### src/hdl/ilst_pkg.sv
// ilst_pkg: shared constants, codes and types for the indexed list engine
// no dependencies; used by the interfaces, the cell and the top level
`default_nettype none

package ilst_pkg;

  // storage size and field widths
  localparam int CAPACITY = 64;
  localparam int POS_W    = $clog2(CAPACITY);
  localparam int CMD_W    = 3;
  localparam int INDEX_W  = 7;
  localparam int DATA_W   = 32;
  localparam int STATUS_W = 2;
  localparam int COUNT_W  = 7;

  // command codes
  localparam logic [CMD_W-1:0] CMD_INS_HEAD = 3'd0;
  localparam logic [CMD_W-1:0] CMD_INS_TAIL = 3'd1;
  localparam logic [CMD_W-1:0] CMD_INS_AT   = 3'd2;
  localparam logic [CMD_W-1:0] CMD_REM_HEAD = 3'd3;
  localparam logic [CMD_W-1:0] CMD_REM_AT   = 3'd4;
  localparam logic [CMD_W-1:0] CMD_READ_AT  = 3'd5;

  // status codes
  localparam logic [STATUS_W-1:0] ST_OK    = 2'd0;
  localparam logic [STATUS_W-1:0] ST_FULL  = 2'd1;
  localparam logic [STATUS_W-1:0] ST_RANGE = 2'd2;

  // per-cell load selects, at most one set in a cycle
  typedef struct packed {
    logic load_left;
    logic load_right;
    logic load_new;
  } cell_ctrl_t;

endpackage

`default_nettype wire

### src/hdl/ilst_cell.sv
// ilst_cell: one list position; loads from its left or right neighbour or a new value
// depends on ilst_pkg for the data width and the control struct
`default_nettype none

module ilst_cell
  import ilst_pkg::*;
(
  input  wire logic              clk,
  input  wire cell_ctrl_t        ctrl,
  input  wire logic [DATA_W-1:0] left_data,
  input  wire logic [DATA_W-1:0] right_data,
  input  wire logic [DATA_W-1:0] new_data,
  output logic      [DATA_W-1:0] data
);

  // payload register, no reset needed
  always_ff @(posedge clk) begin
    if (ctrl.load_new) begin
      data <= new_data;
    end else if (ctrl.load_left) begin
      data <= left_data;
    end else if (ctrl.load_right) begin
      data <= right_data;
    end
  end

endmodule

`default_nettype wire

### config.mk
export PLATFORM = sky130hd
export DESIGN_NAME = ilst_cell
export DESIGN_NICKNAME = d
export VERILOG_FILES = /design/src/hdl/ilst_pkg.sv /design/src/hdl/ilst_cell.sv
export SDC_FILE = /design/constraint.sdc
export NUM_CORES = 1
export LEC_CHECK = 0
export BUFFER_PORTS_ARGS = -buffer_cell sky130_fd_sc_hd__buf_4
export CORE_ASPECT_RATIO = 1.1
export CORE_MARGIN = 10
export CORE_UTILIZATION = 39
export CTS_CLUSTER_DIAMETER = 100
export DETAILED_ROUTE_END_ITERATION = 16
export GPL_TIMING_DRIVEN = 0
export PLACE_DENSITY = 0.91
export SLEW_MARGIN = 20
export SYNTH_ARGS = -nofsm -noshare
export SYNTH_HDL_FRONTEND = slang
export SYNTH_SLANG_ARGS = --single-unit
export TNS_END_PERCENT = 20
### constraint.sdc
create_clock -name clk -period 2.1 [get_ports clk]
set_input_delay 0.525 -clock clk [delete_from_list [all_inputs] [get_ports clk]]
set_output_delay 0.525 -clock clk [all_outputs]
set_load 0.05 [all_outputs]
# ---- After elaboration in Yosys (flattened, before gate mapping)
# Cells that the tools add are included.
dict set report op_classes {
  n_addsub 0
  mul 0
  div 0
  order_cmp 0
  n_eq_ne 0
  shifts 0
  mux 3
  bitwise 0
  n_reduce_logical 1
}
# cell count
set ops {}
lappend ops {{two-way mux 32 bit} 3}
lappend ops {{nonzero test 3 bit} 1}
dict set report totals {
  regBits 32
  latch_bits 0
  ram_bits 0
  rom_bits 0
  inputBits 100
  elab_cells 5
  mem_count 0
}

# ---- Logic depth before layout (Yosys ltp)
# Gate-level depths: netlist of the first run.
dict set report depth {
  ltp_word 3
  mapped_depth 4
}

# ---- Worst setup path after synthesis of the first run
# No wires, ideal clock.
dict set report synth_path {
  path_kind {input-to-reg}
  start {in ctrl[2] (netlist bit)}
  end {reg data[0], enable pin}
  setup_time_ns 0.414
  arrival_ns 1.420
  t_required_ns 1.686
  path_slack_ns 0.266
  path_stages 2
  n_path_buf 1
  path_cell_list {buf_6 > or3_1}
}
dict set report synth_via {
  elab_chain_cells 1
}
# item line_no
set synth_lines {}
lappend synth_lines {{start, declared} ilst_cell.sv:9} ;# input wire cell_ctrl_t ctrl,
lappend synth_lines {{nonzero test 3 bit (no line)} --}
lappend synth_lines {{end signal, assigned} ilst_cell.sv:19} ;# data <= new_data;
lappend synth_lines {{end signal, assigned} ilst_cell.sv:21} ;# data <= left_data;
lappend synth_lines {{end signal, assigned} ilst_cell.sv:23} ;# data <= right_data;
lappend synth_lines {{end, declared} ilst_cell.sv:13} ;# output logic [DATA_W-1:0] data
# Every way passes these cells.
# A chain may end at the register's enable or synchronous reset.

# ---- Worst setup path in the final report of the first run
dict set report layout_path {
  start {in ctrl[0] (netlist bit)}
  end {reg data[21], enable pin}
}
# Same word-level chain as after synthesis.

==> metrics.yaml, run 1 <==
cts_hold_repair.buffers: 0
cap_violations: 0
cts_tree: "built"
post_route_setup_tns_ps: 0
timing.critical_path.cells: "buf_2, or3_2"
numPlacedInstances: 321
synthesis.area_sq_mm: 0.00167
number_of_nets_still_failing_antenna_checks_after_routing: 0
powerDensity_mw_per_mm2: 726
crit_path_slowest_cell: "or3_2"
cpPeakStageDelay_ps: 810
first_global_vias: 1734
synth_top_area_cell: "edfxtp_1"
post_drt_wl_per_cell_microns: 16.9
grt_start_max_net_pins: 33
worst_case_vdd_ir_drop_uv: 401
antenna-diode-count: 0
hold_class: "in -> reg"
place.gp.congestion: 0.777
buf_inv_stages_crit_path: 1
drt_iter0_drc: 39
design.die.area_sq_mm: 0.00731
crit_arrival_ps: 1500
routed_wl_microns: 5570
worst_setup_path_end_kind: "flop"
final_period_minus_worst_setup_slack_ps: 1590
registers.top_by_ff_count: "data"
number_of_h_tree_branching_levels: 2
n_fill_cell: 326
syn-num-nets: 240
timing.final.max_slew_violations: 0
dr.pass1.iters: 4
yosys-top-cells-area: "edfxtp_1 (57%), mux2i_1 (19%), o21ai_1 (9.0%), nand2_1 (7.2%), buf_12 (3.6%)"
core_box_area_sq_mm: 0.00405
placement.setup.worst_slack_ps: 224
clock_sink_count: 32
floorplan.initialDensity_pct: 41.3
finish.cell_count_without_fillers: 329
hold_violations_final: 0
drive_above_1_share_pct: 53.4
largest_register_ffs: 32
timing.final.setup_violations: 0
post-synth-top-area-fraction_pct: 57.4
cts_post_setup_buffers_inserted: 0
global_route_wire_length_before_repair_microns: 8180
die_height_microns: 88.7
worst_slack_ps: 510
gr-usage-all-layers_pct: 14.6
synth_sequential_area_ratio_pct: 57.4
worst_slew_pin_slew_ps: 726
detail_route.vias_per_cell: 4.76
synth.lib_cells_used.distinct: 10
synth.yosys.warnings: 0
layout.nets: 376
critical_path.max_fanout: 32
core.rowCount: 24
top_level_ports: 132
area_growth_pct: 68.5
synthesis.instances: 140
post-dp-hpwl_microns: 4600
worstSetupPathType: "in -> reg"
tritoncts.num_buffers: 5
port-buffer-count: 129
max_freq_mhz: 629
die_width_microns: 82.4
path_delay_family: "simple AND/OR/NAND/NOR gates"
timing.final.crit_share_pct: 75.7
post_cts_resize_count: 0
clock_path_buffers: 2
yosys_register_bits: 32
worst_ep_required_time_ps: 2010
final_core_util_pct: 69.5
largest_registers: "data (32)"
gr-total-overflow: 0
detailroute.via_count: 1566
leakagePower_uw: 0.00138
setup.worst_path.start_class: "input port"
outcome: "finished, final reports clean"
worst_setup_hold_path_clk_slew_ps: 70
grt_antenna_before_repair: 0
slew-limit-headroom_pct: 51.6
ctsRootBufferMaster: "clkbuf_8"
grt_setup_unrepaired: "no"
remaining_routing_drc_violations: 0
avgSynthCellArea_sq_um: 11.9
[routing by layer]
metal | global-route usage [%] | share of wire [%] | wire (microns)
met1 | 13.9 | 31 | 1750
met2 | 25.7 | 52 | 2910
met3 | 9.33 | 16 | 872
met4 | 3.25 | 0.68 | 38
met5 | 0 | 0 | 0
[cell usage in the layout, fill, tap and decap left out]
cell type   count
buf_12          3
buf_2           6
buf_4         129
buf_6           1
bufinv_16       1
clkbuf_1        1
clkbuf_8        5
clkinv_2        1
clkinvlp_4      1
edfxtp_1       32
mux2i_1        32
nand2_1        32
o21ai_0         2
o21ai_1        30
or3_2           1
[where the power goes]
group / internal [uW] / total, uW / leakage (uW) / switching (uW)
Clock: 351 / 576 / 0.0000541 / 225
Sequential: 788 / 807 / 0.000338 / 19.0
Combinational: 268 / 664 / 0.000985 / 396
Total: 1410 / 2050 / 0.00138 / 640
[cell families (layout without fill, tap and decap cells)]
| logic type | count (synthesis) | in the layout | share of synthesized area, % |
|---|---|---|---|
| simple gates | 33 | 33 | 7.55 |
| compound gates | 32 | 32 | 9.57 |
| buf+inv | 11 | 148 | 6.28 |
| mux | 32 | 32 | 19.1 |
| flops | 32 | 32 | 57.4 |
[path summary, 6_finish.rpt]
kind | startpoint | to | depth (start not counted)
setup / recovery | ctrl[0] | data[21] | 2
hold / removal | new_data[16] | data[16] | 3
[cells in the mapped netlist]
cell and count:
nand2_1 32, clkbuf_1 1, mux2i_1 32, o21ai_0 2, buf_6 1, edfxtp_1 32, buf_12 3, o21ai_1 30
or3_1 1, buf_2 6
[area by class of cell]
cell class / count / area (sq um) / area share (%)
tap: 52 / 65.1 / 2.31
sequential: 32 / 961 / 34.1
multi-input combinational: 97 / 608 / 21.6
timing repair buffer: 129 / 968 / 34.4
buffer: 11 / 105 / 3.73
clock buffer: 5 / 68.8 / 2.44
clock inverter: 3 / 42.5 / 1.51
[stage by stage]
stage                     total power (uW)  hold slack (ps)  area [sq um]
after global placement                1480              806          2710
final                                 2050              529          2820
after detailed placement              1490              813          2710
after CTS                             2070              521          2820
after global routing                  2140              515          2820
after floorplan                       1210              716          1670
Note: power is estimated with default switching activity, not from simulation.
==> run 2: changes to the inputs <==
Settings changed: CORE_UTILIZATION 39 to 35, PLACE_DENSITY 0.91 to 0.86.
Clock period 2.1 ns to 1.31 ns, I/O delays scaled along.
==> run 2 against run 1 <==
Against the previous run:
- first-iteration DRC count increased by 130%
- core utilization shrank 8.8 points
- clock power increased by 62%
- non-clock buffer count stayed put
- critical path depth shrank 1
- hold slack worse by 210 ps
- die area up 8.7%
- cell count rose by 1.2%
==> metrics.yaml, run 2 (synthesis results as in run 1) <==
outcome: "finished, final reports clean"
top_level_ports: 132  # unchanged
worst_case_vdd_ir_drop_uv: 553  # +38%
post-dp-hpwl_microns: 4710  # +2.3%
worst_setup_path_end_kind: "primary output"
routed_wl_microns: 5730  # +2.9%
worst_slew_pin_slew_ps: 446  # -280 ps
clock_path_buffers: 2  # unchanged
cap_violations: 0  # unchanged
power.net_switching_uw: 1040  # +63%
powerDensity_mw_per_mm2: 1170  # +61%
hold_violations_final: 0  # unchanged
port-buffer-count: 129  # unchanged
global_route_wire_length_before_repair_microns: 8600  # +5.1%
power.share.sequential_pct: 39.3  # about the same
worst_setup_hold_path_clk_slew_ps: 70  # about the same
crit_path_slowest_cell: "edfxtp_1"
antenna-diode-count: 0  # unchanged
hold_class: "in -> reg"
largest_registers: "data (32)"
n_fill_cell: 399  # +22%
place.gp.congestion: 0.760  # -2.1%
remaining_routing_drc_violations: 0  # unchanged
worst_hold_margin_ps: 322  # -207 ps
die_height_microns: 92.5  # +4.3%
setup.worst_path.start_class: "flop"
design.die.area_sq_mm: 0.00795  # +8.7%
floorplan.initialDensity_pct: 36.0  # -5.3 points
worst_slack_ps: 93.9  # -416 ps
detailroute.via_count: 1601  # +2.2%
gr-usage-all-layers_pct: 13.7  # -0.91 points
timing.final.setup_violations: 0  # unchanged
placement.setup.worst_slack_ps: -104  # -327 ps
grt_setup_unrepaired: "no"
worst_ep_required_time_ps: 980  # -1030 ps
post_cts_resize_count: 0  # unchanged
timing.critical_path.depth: 1  # -1
registers.top_by_ff_count: "data"
core.rowCount: 26  # +8.3%
cts_hold_repair.buffers: 0  # unchanged
detail_route.vias_per_cell: 4.81  # +1.0%
cts_post_setup_buffers_inserted: 0  # unchanged
timing.critical_path.to: "data[10]"
path_delay_family: "flip-flops"
power_frac_clock_pct: 28.4  # +0.2 points
netSwitchingFraction_pct: 31.6  # +0.36 points
area_post_placement_sq_mm: 0.00272  # +0.32%
grt_start_max_net_pins: 33  # unchanged
cts_tree: "built"
fin_area_sq_mm: 0.00283  # +0.31%
largest_register_ffs: 32  # unchanged
cpPeakStageDelay_ps: 390  # -420 ps
final_common_cell: "buf_4"
clock_sink_count: 32  # unchanged
grt_antenna_before_repair: 0  # unchanged
gr-total-overflow: 0  # unchanged
internal_power_uw: 2260  # +60%
leading_cell_types_in_the_layout_fill_and_taps_excluded: "buf_4 (129), mux2i_1 (32), nand2_1 (32), edfxtp_1 (32), o21ai_1 (30)"
layout.nets: 376  # unchanged
post_drt_wl_per_cell_microns: 17.2  # +1.7%
timing.critical_path.from: "data[10]"
power.total_uw: 3300  # +61%
die_width_microns: 85.9  # +4.2%
timing.final.crit_share_pct: 92.8
drive_above_1_share_pct: 53.4  # unchanged
post_route_setup_tns_ps: 0  # unchanged
area_growth_pct: 69.0
first_global_vias: 1757  # +1.3%
critical_path.max_fanout: 1  # -97%
timing.final.max_slew_violations: 0  # unchanged
buf_inv_stages_crit_path: 1  # unchanged
number_of_nets_still_failing_antenna_checks_after_routing: 0  # unchanged
leakagePower_uw: 0.00138  # about the same
drt_iter0_drc: 89  # +130%
worstSetupPathType: "reg -> out"
timing.critical_path.cells: "buf_4"
dr.pass1.iters: 4  # unchanged
final_period_minus_worst_setup_slack_ps: 1220
crit_arrival_ps: 890  # -610 ps
max_freq_mhz: 822
ctsRootBufferMaster: "clkbuf_8"
number_of_h_tree_branching_levels: 2  # unchanged
logic_pwr_share_pct: 32.3  # about the same
core_box_area_sq_mm: 0.00465  # +15%
slew-limit-headroom_pct: 70.3  # +19 points
tritoncts.num_buffers: 5  # unchanged
run 2: cell counts in the layout (fill, tap and decap cells not counted):
No cell type changed its count.
run 2: cell type report:
type | instances | area, sq um | area share (%)
buffer | 11 | 105 | 3.72
multi-input combinational | 97 | 612 | 21.6
timing repair buffer | 129 | 968 | 34.2
clock inverter | 3 | 42.5 | 1.50
clock buffer | 5 | 68.8 | 2.43
sequential | 32 | 961 | 34.0
tap | 56 | 70.1 | 2.48
run 2: worst min-delay path by stage:
stage | from | end | slack, ps | depth (start not counted)
6_report | new_data[30] | data[30] | 320 | 3
5_1_grt | new_data[10] | data[10] | 320 | 3
4_1_cts | new_data[30] | data[30] | 320 | 3
3_5_place_dp | new_data[30] | data[30] | 610 | 3
3_3_place_gp | new_data[30] | data[30] | 610 | 3
2_1_floorplan | new_data[30] | data[30] | 520 | 2
run 2: stage by stage:
step	utilization [%]	instances
global route	60.8	333
global placement	58.4	325
finish	60.8	333
detailed placement	58.4	325
CTS	60.8	333
floorplan	-	140
run 2: power groups by stage:
stage / logic (uW) / clock network [uW] / registers [uW]
global route: 1130 / 1000 / 1310
detailed placement: 1080 / 0 / 1320
floorplan: 199 / 0 / 1740
finish: 1070 / 936 / 1300
global placement: 1060 / 0 / 1310
CTS: 1080 / 959 / 1300
run 2: routing by layer:
| layer | track usage (%) | up-vias | wire length (microns) |
|---|---|---|---|
| met3 | 5.35 | 10 | 515 |
| met1 | 13.9 | 733 | 2060 |
| met4 | 5.49 | 0 | 113 |
| met2 | 24.3 | 78 | 3040 |
| li1 | - | 780 | - |
| met5 | 0 | - | 0 |
